`src/hses_pkg.sv`:
```
package hses_pkg;

	localparam int LONG_DEPTH_DEF   = 100;
	localparam int MEDIUM_DEPTH_DEF = 10;
	localparam int SHORT_DEPTH_DEF  = 5;

	localparam int SPEED_W = 24;
	localparam int TIME_W  = 32;
	localparam int SUM_W   = 32;
	localparam int DIV_W   = 32;

	typedef enum logic [1:0] {
		WIN_LONG   = 2'd0,
		WIN_MEDIUM = 2'd1,
		WIN_SHORT  = 2'd2
	} win_t;

	typedef enum logic [1:0] {
		REG_FAST  = 2'd0,
		REG_SLOW  = 2'd1,
		REG_STALL = 2'd2,
		REG_KSPD  = 2'd3
	} reg_idx_t;

	typedef enum logic [2:0] {
		ST_IDLE,
		ST_RDOLD,
		ST_DIV1,
		ST_WRITE,
		ST_DIV2,
		ST_DONE,
		ST_CLEAR
	} state_t;

	typedef struct packed {
		logic               start;
		logic [DIV_W-1:0]   num;
		logic [DIV_W-1:0]   den;
	} div_req_t;

	typedef struct packed {
		logic               busy;
		logic               done;
		logic [DIV_W-1:0]   quo;
	} div_rsp_t;

	function automatic logic is_sector_code(input logic signed [15:0] a);
		return a == 16'sd27308 || a == 16'sd16384 || a == 16'sd5461 ||
			a == -16'sd5461 || a == -16'sd16383 || a == -16'sd27305;
	endfunction

endpackage

```
`src/hses_divider.sv`:
```
module hses_divider (
	input  logic              clk,
	input  logic              arst_n,
	input  hses_pkg::div_req_t req,
	output hses_pkg::div_rsp_t rsp
);
	import hses_pkg::*;

	localparam int CNT_W = $clog2(DIV_W + 1);

	logic [DIV_W-1:0] rem_q;
	logic [DIV_W-1:0] quo_q;
	logic [DIV_W-1:0] den_q;
	logic [CNT_W-1:0] cnt_q;
	logic             busy_q;
	logic             done_q;
	logic [DIV_W:0]   trial;
	logic [DIV_W:0]   shifted;

	assign shifted = {rem_q, quo_q[DIV_W-1]};
	assign trial   = shifted - {1'b0, den_q};

	always_ff @(posedge clk or negedge arst_n) begin
		if (!arst_n) begin
			busy_q <= 1'b0;
			done_q <= 1'b0;
			cnt_q  <= '0;
		end else begin
			done_q <= 1'b0;
			if (req.start) begin
				busy_q <= 1'b1;
				cnt_q  <= CNT_W'(DIV_W);
			end else if (busy_q) begin
				cnt_q <= cnt_q - 1'b1;
				if (cnt_q == CNT_W'(1)) begin
					busy_q <= 1'b0;
					done_q <= 1'b1;
				end
			end
		end
	end

	always_ff @(posedge clk) begin
		if (req.start) begin
			rem_q <= '0;
			quo_q <= req.num;
			den_q <= req.den;
		end else if (busy_q) begin
			if (!trial[DIV_W]) begin
				rem_q <= trial[DIV_W-1:0];
				quo_q <= {quo_q[DIV_W-2:0], 1'b1};
			end else begin
				rem_q <= shifted[DIV_W-1:0];
				quo_q <= {quo_q[DIV_W-2:0], 1'b0};
			end
		end
	end

	assign rsp.busy = busy_q;
	assign rsp.done = done_q;
	assign rsp.quo  = quo_q;

endmodule

```
`src/hall_edge_speed_estimator.sv`:
```
// hall edge speed estimator
// input channel: in_valid/in_ready with req_type, hall_angle, time_us and
// commanded_speed. each accepted item gives exactly one result item on
// out_valid/out_ready carrying speed_average.
// a clear item (req_type 1) sweeps the three windows, one entry per
// cycle. a new edge passes through the shared 32-step restoring divider
// twice (speed, then average), or once (average only) when dt is zero,
// plus a window memory read and write.
// one item is worked at a time; in_ready is low while an item is at work
// or while its result waits in the output register. configuration:
// cfg_we/cfg_addr/cfg_wdata, taken at once; the user must write it only
// while idle, the block does not enforce this. reset: asynchronous,
// active low on arst_n. registers that have a reset take their reset
// values; after reset a sweep zeroes the window memories, during which
// no item is accepted. a stalled receiver holds the result in the output
// register and the block takes no new item until it is delivered.
module hall_edge_speed_estimator #(
	parameter int LONG_DEPTH   = hses_pkg::LONG_DEPTH_DEF,
	parameter int MEDIUM_DEPTH = hses_pkg::MEDIUM_DEPTH_DEF,
	parameter int SHORT_DEPTH  = hses_pkg::SHORT_DEPTH_DEF
) (
	input  logic                clk,
	input  logic                arst_n,
	input  logic                in_valid,
	output logic                in_ready,
	input  logic                req_type,
	input  logic signed [15:0]  hall_angle,
	input  logic [31:0]         time_us,
	input  logic signed [31:0]  commanded_speed,
	output logic                out_valid,
	input  logic                out_ready,
	output logic [23:0]         speed_average,
	input  logic                cfg_we,
	input  logic [1:0]          cfg_addr,
	input  logic [31:0]         cfg_wdata
);
	import hses_pkg::*;

	localparam int LI_W = $clog2(LONG_DEPTH);
	localparam int MI_W = $clog2(MEDIUM_DEPTH);
	localparam int SI_W = $clog2(SHORT_DEPTH);
	localparam int CL_W = $clog2(LONG_DEPTH + 1);

	logic signed [31:0] fast_q, slow_q;
	logic [31:0]        stall_q;
	logic [23:0]        kspd_q;

	logic [SPEED_W-1:0] long_mem   [LONG_DEPTH];
	logic [SPEED_W-1:0] medium_mem [MEDIUM_DEPTH];
	logic [SPEED_W-1:0] short_mem  [SHORT_DEPTH];

	logic [LI_W-1:0]    long_idx_q;
	logic [MI_W-1:0]    med_idx_q;
	logic [SI_W-1:0]    short_idx_q;
	logic [2:0]         full_q;
	logic [SUM_W-1:0]   sum_q [3];
	logic [SPEED_W-1:0] held_q;
	logic [15:0]        last_angle_q;
	logic [TIME_W-1:0]  last_time_q;

	state_t             state_q, state_d;
	win_t               win_q;
	logic [TIME_W-1:0]  now_q;
	logic [15:0]        angle_q;
	logic               req_q;
	logic signed [31:0] cmd_q;
	logic [SPEED_W-1:0] old_q;
	logic [SPEED_W-1:0] speed_q;
	logic [CL_W-1:0]    clr_q;
	logic               out_valid_q;
	logic [SPEED_W-1:0] out_q;

	div_req_t dreq;
	div_rsp_t drsp;

	hses_divider u_div (
		.clk    (clk),
		.arst_n (arst_n),
		.req    (dreq),
		.rsp    (drsp)
	);

	logic [TIME_W-1:0] dt;
	win_t              win_sel;
	logic              is_code, new_edge, cur_full;
	logic [7:0]        cur_idx;
	logic [8:0]        cur_depth;
	logic [SUM_W-1:0]  new_sum;

	assign dt       = now_q - last_time_q;
	assign win_sel  = (cmd_q >= fast_q) ? WIN_LONG :
		((cmd_q >= slow_q) ? WIN_MEDIUM : WIN_SHORT);
	assign is_code  = is_sector_code(angle_q);
	assign new_edge = angle_q != last_angle_q;

	always_comb begin
		cur_full  = full_q[win_q];
		cur_idx   = '0;
		cur_depth = '0;
		unique case (win_q)
			WIN_LONG: begin
				cur_idx   = 8'(long_idx_q);
				cur_depth = 9'(LONG_DEPTH);
			end
			WIN_MEDIUM: begin
				cur_idx   = 8'(med_idx_q);
				cur_depth = 9'(MEDIUM_DEPTH);
			end
			default: begin
				cur_idx   = 8'(short_idx_q);
				cur_depth = 9'(SHORT_DEPTH);
			end
		endcase
		new_sum = sum_q[win_q] - (cur_full ? SUM_W'(old_q) : '0) + SUM_W'(speed_q);
	end

	always_comb begin
		state_d    = state_q;
		dreq.start = 1'b0;
		dreq.num   = '0;
		dreq.den   = '0;
		unique case (state_q)
			ST_CLEAR: if (clr_q == CL_W'(LONG_DEPTH - 1)) state_d = ST_IDLE;
			ST_IDLE: if (in_valid && in_ready) begin
				state_d = ST_RDOLD;
			end
			ST_RDOLD: begin
				if (req_q) state_d = ST_CLEAR;
				else if (is_code && new_edge && dt != '0) begin
					state_d    = ST_DIV1;
					dreq.start = 1'b1;
					dreq.num   = DIV_W'(kspd_q);
					dreq.den   = dt;
				end else if (is_code && new_edge) state_d = ST_WRITE;
				else state_d = ST_DONE;
			end
			ST_DIV1: if (drsp.done) state_d = ST_WRITE;
			ST_WRITE: begin
				state_d    = ST_DIV2;
				dreq.start = 1'b1;
				dreq.num   = new_sum;
				dreq.den   = cur_full ? DIV_W'(cur_depth) : DIV_W'(cur_idx) + 1'b1;
			end
			ST_DIV2: if (drsp.done) state_d = ST_DONE;
			ST_DONE: if (!out_valid_q) state_d = ST_IDLE;
			default: state_d = ST_IDLE;
		endcase
	end

	assign in_ready      = (state_q == ST_IDLE) && !out_valid_q;
	assign out_valid     = out_valid_q;
	assign speed_average = out_q;

	always_ff @(posedge clk or negedge arst_n) begin
		if (!arst_n) begin
			fast_q       <= 32'sd800;
			slow_q       <= 32'sd300;
			stall_q      <= 32'd1000000;
			kspd_q       <= 24'd5000000;
			state_q      <= ST_CLEAR;
			clr_q        <= '0;
			out_valid_q  <= 1'b0;
			long_idx_q   <= '0;
			med_idx_q    <= '0;
			short_idx_q  <= '0;
			full_q       <= '0;
			sum_q[0]     <= '0;
			sum_q[1]     <= '0;
			sum_q[2]     <= '0;
			held_q       <= '0;
			last_angle_q <= '0;
			last_time_q  <= '0;
		end else begin
			state_q <= state_d;
			if (cfg_we) begin
				unique case (reg_idx_t'(cfg_addr))
					REG_FAST:  fast_q  <= cfg_wdata;
					REG_SLOW:  slow_q  <= cfg_wdata;
					REG_STALL: stall_q <= cfg_wdata;
					default:   kspd_q  <= cfg_wdata[23:0];
				endcase
			end
			if (out_valid_q && out_ready) out_valid_q <= 1'b0;
			unique case (state_q)
				ST_CLEAR: clr_q <= clr_q + 1'b1;
				ST_RDOLD: begin
					clr_q <= '0;
					if (req_q) begin
						long_idx_q   <= '0;
						med_idx_q    <= '0;
						short_idx_q  <= '0;
						full_q       <= '0;
						sum_q[0]     <= '0;
						sum_q[1]     <= '0;
						sum_q[2]     <= '0;
						held_q       <= '0;
						last_angle_q <= '0;
						out_valid_q  <= 1'b1;
					end else if (is_code) begin
						if (win_sel != WIN_LONG) begin
							long_idx_q <= '0;
							full_q[0]  <= 1'b0;
							sum_q[0]   <= '0;
						end
						if (win_sel != WIN_MEDIUM) begin
							med_idx_q <= '0;
							full_q[1] <= 1'b0;
							sum_q[1]  <= '0;
						end
						if (win_sel != WIN_SHORT) begin
							short_idx_q <= '0;
							full_q[2]   <= 1'b0;
							sum_q[2]    <= '0;
						end
						if (win_sel == WIN_SHORT && dt > stall_q) held_q <= '0;
					end
				end
				ST_WRITE: begin
					sum_q[win_q] <= new_sum;
					last_angle_q <= angle_q;
					last_time_q  <= now_q;
					if (32'(cur_idx) == 32'(cur_depth) - 1) full_q[win_q] <= 1'b1;
					unique case (win_q)
						WIN_LONG: long_idx_q <= (32'(long_idx_q) == LONG_DEPTH - 1) ?
							'0 : long_idx_q + 1'b1;
						WIN_MEDIUM: med_idx_q <= (32'(med_idx_q) == MEDIUM_DEPTH - 1) ?
							'0 : med_idx_q + 1'b1;
						default: short_idx_q <= (32'(short_idx_q) == SHORT_DEPTH - 1) ?
							'0 : short_idx_q + 1'b1;
					endcase
				end
				ST_DIV2: if (drsp.done) held_q <= drsp.quo[SPEED_W-1:0];
				ST_DONE: if (!out_valid_q) out_valid_q <= 1'b1;
				default: ;
			endcase
		end
	end

	always_ff @(posedge clk) begin
		if (state_q == ST_IDLE && in_valid && in_ready) begin
			req_q   <= req_type;
			angle_q <= hall_angle;
			now_q   <= time_us;
			cmd_q   <= commanded_speed;
		end
		if (state_q == ST_RDOLD) begin
			win_q   <= win_sel;
			speed_q <= kspd_q;
			if (req_q) out_q <= '0;
		end
		if (state_q == ST_DIV1 && drsp.done) speed_q <= drsp.quo[SPEED_W-1:0];
		if (state_q == ST_DONE) out_q <= held_q;
		if (state_q == ST_CLEAR) begin
			long_mem[clr_q[LI_W-1:0]] <= '0;
			if (32'(clr_q) < MEDIUM_DEPTH) medium_mem[clr_q[MI_W-1:0]] <= '0;
			if (32'(clr_q) < SHORT_DEPTH)  short_mem[clr_q[SI_W-1:0]]  <= '0;
		end else if (state_q == ST_WRITE) begin
			unique case (win_q)
				WIN_LONG:   long_mem[long_idx_q]    <= speed_q;
				WIN_MEDIUM: medium_mem[med_idx_q]   <= speed_q;
				default:    short_mem[short_idx_q]  <= speed_q;
			endcase
		end
		if (state_q == ST_DIV1 || state_q == ST_RDOLD) begin
			unique case (win_sel)
				WIN_LONG:   old_q <= long_mem[long_idx_q];
				WIN_MEDIUM: old_q <= medium_mem[med_idx_q];
				default:    old_q <= short_mem[short_idx_q];
			endcase
		end
	end

endmodule

```
`config.mk`:
```
export PLATFORM = sky130hd
export DESIGN_NAME = hall_edge_speed_estimator
export DESIGN_NICKNAME = d
export VERILOG_FILES = /design/src/hses_pkg.sv /design/src/hses_divider.sv /design/src/hall_edge_speed_estimator.sv
export SDC_FILE = /design/constraint.sdc
export NUM_CORES = 2
export LEC_CHECK = 0
export BUFFER_PORTS_ARGS = -buffer_cell sky130_fd_sc_hd__buf_2
export CORE_ASPECT_RATIO = 0.9
export CORE_MARGIN = 4
export CORE_UTILIZATION = 57
export CTS_CLUSTER_SIZE = 14
export DETAILED_ROUTE_END_ITERATION = 8
export PLACE_DENSITY = 0.79
export SLEW_MARGIN = 30
export SYNTH_ARGS = -nofsm -noshare
export SYNTH_HDL_FRONTEND = slang
export SYNTH_SLANG_ARGS = --single-unit
```
`constraint.sdc`:
```
create_clock -name clk -period 5.7 [get_ports clk]
set_input_delay 0.855 -clock clk [delete_from_list [all_inputs] [get_ports clk]]
set_output_delay 0.855 -clock clk [all_outputs]
set_load 0.05 [all_outputs]
```
==> key figures <==
STA
  • Worst hold slack: 0.02356 ns
  • Tcrit/Tclk final: 93.71%
  • Fmax: 187.2 MHz
  • Slew HR: 28.04%
  • RSZ-0062 raised after global routing: no
  • Setup-failing EPs final: 0
  • Setup TNS: 0 ns
  • Layout Skew: 0.07700 ns
  • Final hold viol count: 0
  • Max-slew violations: 0
  • Min Tclk post-route: 5.342 ns
  • Least-Margin Pin Slew: 1.079 ns
  • Final WS setup: 0.3584 ns

Global route
  • Vias in the first global route: 76940
  • Initial antenna violation count: 17
  • Largest net degree at the start of global routing: 127
  • First-pass GRT wire length: 541300 um
  • Total grt overflow: 0
  • All-Layer GR Usage: 29.91%

Drt
  • Post-Route WL: 373100 um
  • Vias: 76120
  • Pre-antenna DRT Iters: 6
  • Via-per-instance ratio: 6.789
  • DRC: 0
  • Avg WL per Cell: 33.28 um
  • Antenna-violating nets left: 0
  • DRT iter0 DRCs: 11796

Hold path
  • Min-delay worst type: input pin to async pin

Clock network
  • Cts hold-fix bufs: 0
  • Clk_lat worst skew: 0.91 ns
  • TritonCTS clock tree: done
  • H-tree levels: 5
  • PostCTS Resize Cnt: 0
  • Bufs on Longest Clock Path: 4
  • Root Driver: clkbuf_16
  • Sink Count: 3335
  • Postcts setup bufs: 0
  • Num CTS Buffers: 328
  • Clock-pin transition on the worst setup and hold timing paths: 0.06 ns

Worst setup path
  • Crit path buf inv count: 4
  • Setup Crit Path Kind: flip-flop to flip-flop
  • CP peak stage delay: 0.48 ns
  • Startpoint types: flip-flop
  • Crit path max-delay cell type: fa_1
  • Critical Path AT: 6.04 ns
  • CP delay by family, top: compound AO/OA/AOI/OAI gates
  • Crit path max fanout: 16
  • CP endpoint kind: flip-flop
  • Crit-path cells: nor2_1 -> inv_1 -> o21ai_0 -> nor2_1 -> nor2_2 -> buf_4 -> nor2b_1 -> fa_1 -> inv_1 -> ha_1 -> a21o_1 -> nand4_1 -> nand4_1 -> o31ai_1 -> buf_4 -> a2bb2oi_1 -> a31oi_1 -> o31ai_1 -> a211oi_1 -> nor3_1 -> xor2_1 -> a22o_1
  • Required time of the worst setup path: 6.40 ns

Yosys
  • Most instantiated cells after synthesis: 2979 x edfxtp_1, 840 x mux4_2, 367 x nor2_1
  • Yosys warning total: 0
  • Top-area cell type share of the netlist area: 65.04%
  • EDFF count, synth: 2979
  • Leading post-synthesis cells by cell area: edfxtp_1 65%, mux4_2 14%, dfrtp_1 5.5%
  • Syn_nets: 7742
  • Post-synthesis cell area: 137500 sq um
  • Sequential fraction of the synthesis area: 71.42%
  • Predominant post-synthesis flop cell: edfxtp_1
  • Synth async-reset ratio: 9.715%
  • Syn Area/Cell: 18.60 sq um
  • Yosys reg bits: 3335
  • Yosys top cell by area: edfxtp_1
  • Netlist cell types: 90
  • Most frequent cell after synthesis: edfxtp_1
  • Syn Inst Count: 7395

Die
  • Die H: 474.0 um
  • Die footprint: 249200 sq um
  • Starting Density: 57.48%
  • Core area: 239300 sq um
  • Rows: 170
  • Die width: 525.8 um
  • Io pins: 146

Placed design
  • Buffers added on ports: 145
  • Placed cells: 10622
  • Post-detail-place hpwl: 207900 um
  • Pre-CTS setup slack: 0.5262 ns
  • Gpl congestion: 0.9132

Power and ir drop
  • PD cells: 428.3 nW/um^2
  • Total power: 66.17 mW
  • Worst vdd ir: 0.0003435 V
  • Leak: 54.63 nW

Flow run
  • Max cap viols: 0

Status
  • Status: completed

Layout
  • Fillcell total: 15176
  • Final #Nets: 8120
  • Post-Layout Cell Count: 11213
  • P&R area growth vs syn: 12.33%
  • Layout cells sized above 1: 26.13%
[power by group]
group          switching, mW  internal, mW  total [mW]
sequential             0.991          28.1        29.1
clock                   9.28          12.0        21.3
combinational           9.56          6.24        15.8
[kinds of logic after synthesis]
family	after synthesis	synth area share, %
AOI/OAI and AO/OA	888	4.445
xor gates and xnor gates	96	0.6168
adders and majority gates	227	2.207
buffers and inverters	678	1.880
DFF	3335	71.42
muxes	1108	15.83
and+or+nand+nor	1063	3.601
[final timing paths]
| check | startpoint | to | slack, ns | cells after the start |
|---|---|---|---|---|
| worst max-delay path | win_q[1] | u_div.quo_q[30] | 0.36 | 22 |
| min in group clk | commanded_speed[23] | cmd_q[23] | 0.16 | 1 |
| worst max register to register | win_q[1] | u_div.quo_q[30] | 0.36 | 22 |
| max in group asynchronous | arst_n | long_idx_q[0] | 4.47 | 2 |
| worst min-delay path | arst_n | last_time_q[29] | 0.02 | 1 |
| worst min register to register | sum_q[63] | sum_q[63] | 0.49 | 2 |
[registers in the layout, indices dropped and copies added (netlist names), 96 cells and up]
register and count:
long_mem 2400, medium_mem 240, short_mem 120, sum_q 96
[layer usage]
layer  share of wire, %  GRT usage (%)  vias to the layer above
li1                   -              -                    30412
met1                 35          40.57                    39004
met2                 48          47.26                     5679
met3                 12          7.017                     1015
met4                4.9          12.52                       10
met5              0.050         0.4444                        -
[cells in the final DEF (no fill, tap or decap), types with 201 or more instances in the layout]
cell          n
dfrtp_1     288
nor2_1      229
mux4_2      840
ha_1        201
o21ai_0     211
clkbuf_16   337
buf_4       234
edfxtp_1   2979
nand2_1     298
inv_1       292
[cell type report]
type | count | area, sq um | area share [%]
repair buffers | 429 | 3453 | 2.235
inverters | 297 | 1115 | 0.7216
multi-input cells | 3382 | 37330 | 24.16
well taps | 3182 | 3981 | 2.577
clock inverters | 167 | 1483 | 0.9597
diodes | 2 | 5.005 | 0.003239
clock buffers | 419 | 8861 | 5.735
flip-flops and latches | 3335 | 98270 | 63.61
[through the flow]
stage	cell area [sq um]	utilization, %
floorplan	137500	-
global placement	143900	60.13
detailed placement	144000	60.19
CTS	154400	64.52
global route	154500	64.56
finish	154500	64.56
Power figures use the tool's default switching activity.
